--- config.mk ---
export PLATFORM = sky130hd
export DESIGN_NAME = least_count_contact_table_unit
export DESIGN_NICKNAME = d
export VERILOG_FILES = /design/src/sv/lcct_pkg.sv /design/src/sv/lcct_fifo.sv /design/src/sv/lcct_front.sv /design/src/sv/lcct_back.sv /design/src/sv/least_count_contact_table_unit.sv
export SDC_FILE = /design/constraint.sdc
export NUM_CORES = 2
export LEC_CHECK = 0
export ABC_AREA = 1
export ABC_CLOCK_PERIOD_IN_PS = 9300
export BUFFER_PORTS_ARGS = -buffer_cell sky130_fd_sc_hd__clkbuf_2
export CAP_MARGIN = 20
export CORE_MARGIN = 2
export CORE_UTILIZATION = 40
export CTS_BUF_LIST = sky130_fd_sc_hd__clkbuf_8
export DETAILED_ROUTE_END_ITERATION = 8
export PLACE_DENSITY = 0.54
export SKIP_CTS_REPAIR_TIMING = 1
export SLEW_MARGIN = 10
export SYNTH_ARGS = -nofsm -noshare
export SYNTH_HDL_FRONTEND = slang
export SYNTH_SLANG_ARGS = --single-unit
--- constraint.sdc ---
create_clock -name clk -period 9.3 [get_ports clk]
set_input_delay 1.86 -clock clk [delete_from_list [all_inputs] [get_ports clk]]
set_output_delay 1.86 -clock clk [all_outputs]
set_load 0.1 [all_outputs]
--- src/sv/lcct_pkg.sv ---
// shared types and constants for the least count contact table
`default_nettype none
package lcct_pkg;

  localparam int unsigned ENTRIES_DEF = 16;
  localparam int unsigned QUEUE_DEPTH = 2;

  localparam logic CMD_ADD   = 1'b0;
  localparam logic CMD_CLEAR = 1'b1;

  localparam logic [1:0] STATUS_STORED   = 2'd0;
  localparam logic [1:0] STATUS_ADDED    = 2'd1;
  localparam logic [1:0] STATUS_REPLACED = 2'd2;
  localparam logic [1:0] STATUS_CLEARED  = 2'd3;

  typedef enum logic {
    OP_ADD,
    OP_CLEAR
  } lcct_op_t;

  typedef struct packed {
    logic        cmd;
    logic        is_client;
    logic [31:0] peer_addr;
    logic [31:0] increment;
  } lcct_in_t;

  typedef struct packed {
    logic [1:0]  status;
    logic [31:0] evicted_addr;
    logic [31:0] evicted_count;
    logic        evicted_is_client;
  } lcct_out_t;

  typedef struct packed {
    lcct_op_t    op;
    logic        is_client;
    logic [31:0] peer_addr;
    logic [31:0] increment;
  } lcct_job_t;

endpackage
`default_nettype wire

--- src/sv/lcct_fifo.sv ---
// small two-entry queue carrying one packed beat type
`default_nettype none
module lcct_fifo #(
  parameter type T = logic
) (
  input  wire logic clk,
  input  wire logic rst_n,
  input  wire logic push,
  output logic      full,
  input  wire T     wr_data,
  input  wire logic pop,
  output logic      empty,
  output T          rd_data
);
  import lcct_pkg::*;

  localparam int unsigned PW = $clog2(QUEUE_DEPTH);
  localparam int unsigned NW = $clog2(QUEUE_DEPTH + 1);

  T                buf_r [QUEUE_DEPTH];
  logic [PW-1:0]   wr_ptr_r;
  logic [PW-1:0]   rd_ptr_r;
  logic [NW-1:0]   cnt_r;
  logic            do_push;
  logic            do_pop;

  assign full    = (cnt_r == NW'(QUEUE_DEPTH));
  assign empty   = (cnt_r == '0);
  assign do_push = push && !full;
  assign do_pop  = pop && !empty;
  assign rd_data = buf_r[rd_ptr_r];

  always_ff @(posedge clk) begin
    if (do_push) begin
      buf_r[wr_ptr_r] <= wr_data;
    end
  end

  always_ff @(posedge clk) begin
    if (!rst_n) begin
      wr_ptr_r <= '0;
      rd_ptr_r <= '0;
      cnt_r    <= '0;
    end else begin
      if (do_push) begin
        wr_ptr_r <= (wr_ptr_r == PW'(QUEUE_DEPTH - 1)) ? '0 : wr_ptr_r + 1'b1;
      end
      if (do_pop) begin
        rd_ptr_r <= (rd_ptr_r == PW'(QUEUE_DEPTH - 1)) ? '0 : rd_ptr_r + 1'b1;
      end
      if (do_push && !do_pop) begin
        cnt_r <= cnt_r + 1'b1;
      end else if (do_pop && !do_push) begin
        cnt_r <= cnt_r - 1'b1;
      end
    end
  end

endmodule
`default_nettype wire

--- src/sv/lcct_front.sv ---
// front end: accepts input beats, classifies them and queues jobs
`default_nettype none
module lcct_front (
  input  wire logic              clk,
  input  wire logic              rst_n,
  input  wire logic              in_push,
  output logic                   in_full,
  input  wire lcct_pkg::lcct_in_t in_data,
  input  wire logic              job_pop,
  output logic                   job_empty,
  output lcct_pkg::lcct_job_t    job
);
  import lcct_pkg::*;

  lcct_job_t job_in;

  always_comb begin
    job_in.op        = (in_data.cmd == CMD_CLEAR) ? OP_CLEAR : OP_ADD;
    job_in.is_client = in_data.is_client;
    job_in.peer_addr = in_data.peer_addr;
    job_in.increment = in_data.increment;
  end

  lcct_fifo #(
    .T(lcct_job_t)
  ) u_job_q (
    .clk     (clk),
    .rst_n   (rst_n),
    .push    (in_push),
    .full    (in_full),
    .wr_data (job_in),
    .pop     (job_pop),
    .empty   (job_empty),
    .rd_data (job)
  );

endmodule
`default_nettype wire

--- src/sv/lcct_back.sv ---
// back end: table memory and sequential scan that carries out each job
`default_nettype none
module lcct_back #(
  parameter int unsigned ENTRIES = lcct_pkg::ENTRIES_DEF
) (
  input  wire logic               clk,
  input  wire logic               rst_n,
  input  wire logic               job_empty,
  output logic                    job_pop,
  input  wire lcct_pkg::lcct_job_t job,
  input  wire logic               res_full,
  output logic                    res_push,
  output lcct_pkg::lcct_out_t     res
);
  import lcct_pkg::*;

  localparam int unsigned SW    = $clog2(ENTRIES);
  localparam int unsigned CW    = $clog2(ENTRIES + 1);
  localparam int unsigned AW    = SW + 1;
  localparam int unsigned DEPTH = 1 << AW;

  typedef enum logic [1:0] {
    S_IDLE,
    S_SCAN,
    S_RESULT
  } state_t;

  state_t        state_r;
  lcct_job_t     job_r;
  lcct_out_t     res_r;
  logic [63:0]   mem_r [DEPTH];
  logic [63:0]   rd_data_r;
  logic [CW-1:0] rd_idx_r;
  logic          ev_vld_r;
  logic [SW-1:0] ev_idx_r;
  logic [SW-1:0] least_idx_r;
  logic [31:0]   least_cnt_r;
  logic [31:0]   least_addr_r;
  logic [CW-1:0] fill_r [2];

  logic          rd_en;
  logic [AW-1:0] rd_addr;
  logic          wr_en;
  logic [AW-1:0] wr_addr;
  logic [63:0]   wr_data;
  logic [CW-1:0] cur_fill;
  logic          cur_used;
  logic [31:0]   cur_addr;
  logic [31:0]   cur_cnt;
  logic          is_empty;
  logic          is_match;
  logic          is_last;
  logic          take_least;
  logic [SW-1:0] lst_idx;
  logic [31:0]   lst_cnt;
  logic [31:0]   lst_addr;
  logic          hit;
  logic [32:0]   sum;
  logic [31:0]   sat_sum;

  assign cur_fill   = fill_r[job_r.is_client];
  assign cur_used   = CW'(ev_idx_r) < cur_fill;
  assign cur_addr   = rd_data_r[63:32];
  assign cur_cnt    = cur_used ? rd_data_r[31:0] : '0;
  assign is_empty   = (cur_cnt == '0);
  assign is_match   = (cur_addr == job_r.peer_addr);
  assign is_last    = (ev_idx_r == SW'(ENTRIES - 1));
  assign take_least = (ev_idx_r == '0) || (cur_cnt < least_cnt_r);
  assign lst_idx    = take_least ? ev_idx_r : least_idx_r;
  assign lst_cnt    = take_least ? cur_cnt : least_cnt_r;
  assign lst_addr   = take_least ? cur_addr : least_addr_r;
  assign hit        = (state_r == S_SCAN) && ev_vld_r && (is_empty || is_match || is_last);
  assign sum        = {1'b0, cur_cnt} + {1'b0, job_r.increment};
  assign sat_sum    = sum[32] ? '1 : sum[31:0];

  assign rd_en   = (state_r == S_SCAN) && (rd_idx_r < CW'(ENTRIES)) && !hit;
  assign rd_addr = {job_r.is_client, rd_idx_r[SW-1:0]};

  always_comb begin
    wr_en   = hit;
    wr_addr = {job_r.is_client, ev_idx_r};
    wr_data = {job_r.peer_addr, job_r.increment};
    if (!is_empty && is_match) begin
      wr_data = {cur_addr, sat_sum};
    end else if (!is_empty) begin
      wr_addr = {job_r.is_client, lst_idx};
    end
  end

  assign job_pop  = (state_r == S_IDLE) && !job_empty;
  assign res_push = (state_r == S_RESULT) && !res_full;
  assign res      = res_r;

  always_ff @(posedge clk) begin
    if (wr_en) begin
      mem_r[wr_addr] <= wr_data;
    end
    if (rd_en) begin
      rd_data_r <= mem_r[rd_addr];
    end
  end

  always_ff @(posedge clk) begin
    if (!rst_n) begin
      state_r   <= S_IDLE;
      rd_idx_r  <= '0;
      ev_vld_r  <= 1'b0;
      fill_r[0] <= '0;
      fill_r[1] <= '0;
    end else begin
      unique case (state_r)
        S_IDLE: begin
          if (!job_empty) begin
            job_r    <= job;
            rd_idx_r <= '0;
            ev_vld_r <= 1'b0;
            if (job.op == OP_CLEAR) begin
              fill_r[0]               <= '0;
              fill_r[1]               <= '0;
              res_r.status            <= STATUS_CLEARED;
              res_r.evicted_addr      <= '0;
              res_r.evicted_count     <= '0;
              res_r.evicted_is_client <= 1'b0;
              state_r                 <= S_RESULT;
            end else begin
              state_r <= S_SCAN;
            end
          end
        end
        S_SCAN: begin
          ev_vld_r <= rd_en;
          ev_idx_r <= rd_idx_r[SW-1:0];
          if (rd_en) begin
            rd_idx_r <= rd_idx_r + 1'b1;
          end
          if (ev_vld_r) begin
            least_idx_r  <= lst_idx;
            least_cnt_r  <= lst_cnt;
            least_addr_r <= lst_addr;
          end
          if (hit) begin
            res_r.evicted_addr      <= '0;
            res_r.evicted_count     <= '0;
            res_r.evicted_is_client <= 1'b0;
            if (is_empty) begin
              res_r.status <= STATUS_STORED;
              if (CW'(ev_idx_r) == cur_fill) begin
                fill_r[job_r.is_client] <= cur_fill + 1'b1;
              end
            end else if (is_match) begin
              res_r.status <= STATUS_ADDED;
            end else begin
              res_r.status            <= STATUS_REPLACED;
              res_r.evicted_addr      <= lst_addr;
              res_r.evicted_count     <= lst_cnt;
              res_r.evicted_is_client <= job_r.is_client;
            end
            state_r <= S_RESULT;
          end
        end
        S_RESULT: begin
          if (!res_full) begin
            state_r <= S_IDLE;
          end
        end
        default: begin
          state_r <= S_IDLE;
        end
      endcase
    end
  end

endmodule
`default_nettype wire

--- src/sv/least_count_contact_table_unit.sv ---
// top level of the least count contact table
// Two tables of ENTRIES slots (server and client) hold peer addresses with contact
// counts in one on-chip memory. Input beats go into a two-entry job queue and
// results come out of a two-entry result queue. An add beat scans its table one
// slot per cycle through the memory read port, stopping early when an empty or
// matching slot turns up; a clear beat needs no scan, since per-table fill counts
// mark every slot empty at once. No clearing pass after reset is needed.
`default_nettype none
module least_count_contact_table_unit #(
  parameter int unsigned ENTRIES = lcct_pkg::ENTRIES_DEF
) (
  input  wire logic               clk,
  input  wire logic               rst_n,
  input  wire logic               in_push,
  output logic                    in_full,
  input  wire lcct_pkg::lcct_in_t in_data,
  input  wire logic               out_pop,
  output logic                    out_empty,
  output lcct_pkg::lcct_out_t     out_data
);
  import lcct_pkg::*;

  logic      job_empty;
  logic      job_pop;
  lcct_job_t job;
  logic      res_full;
  logic      res_push;
  lcct_out_t res;

  lcct_front u_front (
    .clk       (clk),
    .rst_n     (rst_n),
    .in_push   (in_push),
    .in_full   (in_full),
    .in_data   (in_data),
    .job_pop   (job_pop),
    .job_empty (job_empty),
    .job       (job)
  );

  lcct_back #(
    .ENTRIES(ENTRIES)
  ) u_back (
    .clk       (clk),
    .rst_n     (rst_n),
    .job_empty (job_empty),
    .job_pop   (job_pop),
    .job       (job),
    .res_full  (res_full),
    .res_push  (res_push),
    .res       (res)
  );

  lcct_fifo #(
    .T(lcct_out_t)
  ) u_res_q (
    .clk     (clk),
    .rst_n   (rst_n),
    .push    (res_push),
    .full    (res_full),
    .wr_data (res),
    .pop     (out_pop),
    .empty   (out_empty),
    .rd_data (out_data)
  );

endmodule
`default_nettype wire
==> flow_metrics.py <==
metrics = {
    "status": {
        "status": "complete, no violations",
    },
    "global_routing": {
        "grt_max_degree": 154,
        "grtUsageTotal": 0.222,
        "antenna_found_initial": 17,
        "grt_pass1_wl_mm": 438,
        "grt_pass1_vias": 63900,
        "grt-ovfl-total": 0,
    },
    "timing": {
        "skew_ns": 0.0891,
        "max_freq_ghz": 0.153,
        "fin_crit_sh": 0.701,
        "hold_slack_ns": 0.437,
        "rsz0062_at_grt": "no",
        "fin_crit_ns": 6.52,
        "timing.final.hold_violations": 0,
        "tightest_slew_ns": 1.14,
        "setup_viol": 0,
        "drv_slew": 0,
        "relSlewSlack": 0.234,
        "fin_tns_setup_ns": 0,
    },
    "floorplanning": {
        "ios": 139,
        "core_um2": 259000,
        "initial_utilization": 0.401,
        "dieHeight_um": 514,
        "dieArea_um2": 264000,
        "die_x_um": 514,
        "num_rows": 187,
    },
    "critical_path": {
        "start_kind": "register",
        "slowest_stage": "buf_4",
        "path_max_fanout": 65,
        "cp.arrival_ns": 7.21,
        "crit_chain": "o21ai_0, ha_1, nand2_1, nor2_1, nand2_1, nand2_1, nand2_2, nand2_1, inv_1, ha_1, nand2_1, nor3_1, nor4b_1, nand2_2, nand2_4, nand2_4, nand2_1, nand3_1, nand2_1, nand3_1, nor2_4, buf_4, buf_4",
        "crit_type": "reg -> reg",
        "cp-end-kind": "register",
        "cpPeakStageDelay_ns": 0.59,
        "cp.required_ns": 9.99,
        "cp_common_cell": "nand2_1",
    },
    "placed_design": {
        "io_buffers": 138,
        "hpwlAfterDp_mm": 170,
        "place_congestion": 0.908,
    },
    "synthesis": {
        "syn_inst": 7935,
        "yosysTopAreaCellShare": 0.749,
        "yosys-top-cells-area": "edfxtp_1 (75%), o21ai_0 (6.6%), nor2_1 (5.3%)",
        "synth_edf_count": 2592,
        "synth_nets": 8075,
        "synth.yosys.seq_area_share": 0.753,
        "syn_avg_cell_area_um2": 13.1,
        "async_flop_share": 0,
        "yosys_warnings": 0,
        "netlist_area_um2": 104000,
        "yosys.area.top_type": "edfxtp_1",
        "ys.flop_type": "edfxtp_1",
        "ys_ff_latch": 2611,
        "yosysUniqueCellTypes": 57,
    },
    "routing": {
        "drt_iter0_drc": 7626,
        "first_pass_iters": 6,
        "routedWlPerCell_um": 25.3,
        "drc": 0,
        "wirelength_mm": 301,
        "ant_nets": 0,
        "via_per_inst": 5.63,
        "via_count": 66800,
    },
    "clock_network": {
        "clkTransAtPathRegs_ns": 0.06,
        "clock_sinks": 2611,
        "h-tree-depth": 5,
        "cts_made_buffers": 423,
        "clockBufferDepth": 4,
        "cts-root-buf": "clkbuf_8",
        "worst_skew_pair.late_latency_ns": 1.12,
        "cts_tree": "done",
    },
    "power_and_ir_drop": {
        "power_density_nw_per_um2": 288,
        "p_leak_nw": 39.4,
        "swShare": 0.361,
        "p_switching_mw": 12.1,
        "pwr-share-clk": 0.269,
        "seq_power_share": 0.451,
        "vdd.ir_drop.worst_uv": 212,
        "pwr-share-comb": 0.280,
        "power_mw": 33.5,
        "internal_power_mw": 21.4,
    },
    "layout": {
        "final_common_cell": "edfxtp_1",
        "num-fill-cells": 23400,
        "mostFrequentLayoutCells": "edfxtp_1 (2592), nor2_1 (1424), o21ai_0 (1361), nand2_1 (582), o22ai_1 (555)",
        "syn_to_final_growth_pct": 12.1,
        "fin_nets": 8277,
        "drive_gt1_frac": 0.119,
    },
    "worst_hold_path": {
        "hold_path.class": "reg -> reg",
    },
    "job": {
        "drv_cap": 0,
    },
}
-- final cells by class --
type,count,area [um2],area share
Timing Repair Buffer,304,2370,0.0203
Clock inverter,313,1570,0.0134
Inverter,233,921,0.00791
Clock buffer,428,5890,0.0506
Multi-Input combinational cell,4564,23200,0.199
Sequential cell,2611,78200,0.672
Tap cell,3402,4260,0.0365
Antenna cell,1,2.50,0.0000215
-- cells in the mapped netlist, types with 3 or more instances --
cell type,number
nand4_1,14
a211oi_1,7
nor2_1,1462
mux2_2,68
or2_2,28
buf_4,8
o22ai_1,555
o21ai_0,1361
xor2_1,22
buf_6,4
edfxtp_1,2592
inv_2,5
nand2_2,14
nand3_4,5
o21bai_1,5
nand3_2,4
or2_0,5
nor4_1,7
nor3_1,9
nand3_1,78
ha_1,69
inv_1,223
buf_1,25
dfxtp_1,19
o211ai_1,6
o31ai_1,13
xnor2_1,26
buf_2,14
a21oi_1,116
o21a_1,4
clkinv_1,3
o32ai_1,4
o41ai_1,3
nand2_1,583
o221ai_1,55
a31oi_1,20
clkbuf_1,474
-- cells by family after synthesis --
family,after synthesis,share of synthesized area
fa+ha+maj,70,0.00850
compound gates,2159,0.114
buf+inv,760,0.0284
simple gates,2219,0.0844
flops,2611,0.753
mux,68,0.00737
xor+xnor,48,0.00405
-- state kept, by name, summed over array words and instances, names as in the netlist, 4 cells and up, named ones only --
register	count
u_back.rd_idx_r	5
u_back.rd_data_r	64
u_back.res	67
u_back.ev_idx_r	4
u_back.least_cnt_r	32
u_back.job_r	65
u_back.least_addr_r	32
u_res_q.buf_r	134
u_back.fill_r	10
u_back.least_idx_r	4
u_back.mem_r	2048
u_front.u_job_q.buf_r	132
-- layer usage --
| layer | global-route usage | wire length [um] | vias up | part of all wire |
|---|---|---|---|---|
| li1 | - | - | 29700 | - |
| met1 | 0.340 | 137000 | 33900 | 0.46 |
| met2 | 0.332 | 134000 | 2913 | 0.44 |
| met3 | 0.0362 | 25000 | 331 | 0.083 |
| met4 | 0.0493 | 4900 | 2 | 0.016 |
| met5 | 0 | 11 | - | 0.000037 |
-- stage by stage --
stage / utilization / instances / setup slack, ns / instance area (um2)
after floorplan: - / 7935 / 2.34 / 104000
after global placement: 0.420 / 11100 / 2.19 / 109000
after detailed placement: 0.420 / 11100 / 2.28 / 109000
after CTS: 0.449 / 11800 / 2.20 / 116000
after global routing: 0.450 / 11900 / 2.28 / 116000
final: 0.450 / 11900 / 2.78 / 116000
-- worst max-delay path: cells and delay by family (launching register included) --
family / cells / cell delay [ns]
AND/OR/NAND/NOR: 17 / 3.42
AO/OA/AOI/OAI: 1 / 0.23
buffers and inverters: 3 / 1.24
flip-flops: 1 / 0.55
adder cells (fa/ha/maj): 2 / 0.64
-- worst paths after layout --
path | slack, ns | cells past startpoint | from | endpoint
worst min register to register | 0.44 | 0 | u_back.res[61] | u_res_q.buf_r[1][61]
worst max register to register | 2.78 | 23 | register | u_back.mem_r[10][57]
worst min-delay path | 0.44 | 0 | u_back.res[61] | u_res_q.buf_r[1][61]
worst max-delay path | 2.78 | 23 | register | u_back.mem_r[10][57]
-- power by group through the flow --
stage	logic (mW)	clock network (mW)	registers, mW
5_1_grt	10.2	9.71	15.2
4_1_cts	9.25	9.21	15.1
3_5_place_dp	9.23	0	15.4
2_1_floorplan	5.89	0	15.2
6_report	9.36	9.02	15.1
3_3_place_gp	9.19	0	15.4
Power figures use the tool's default switching activity.
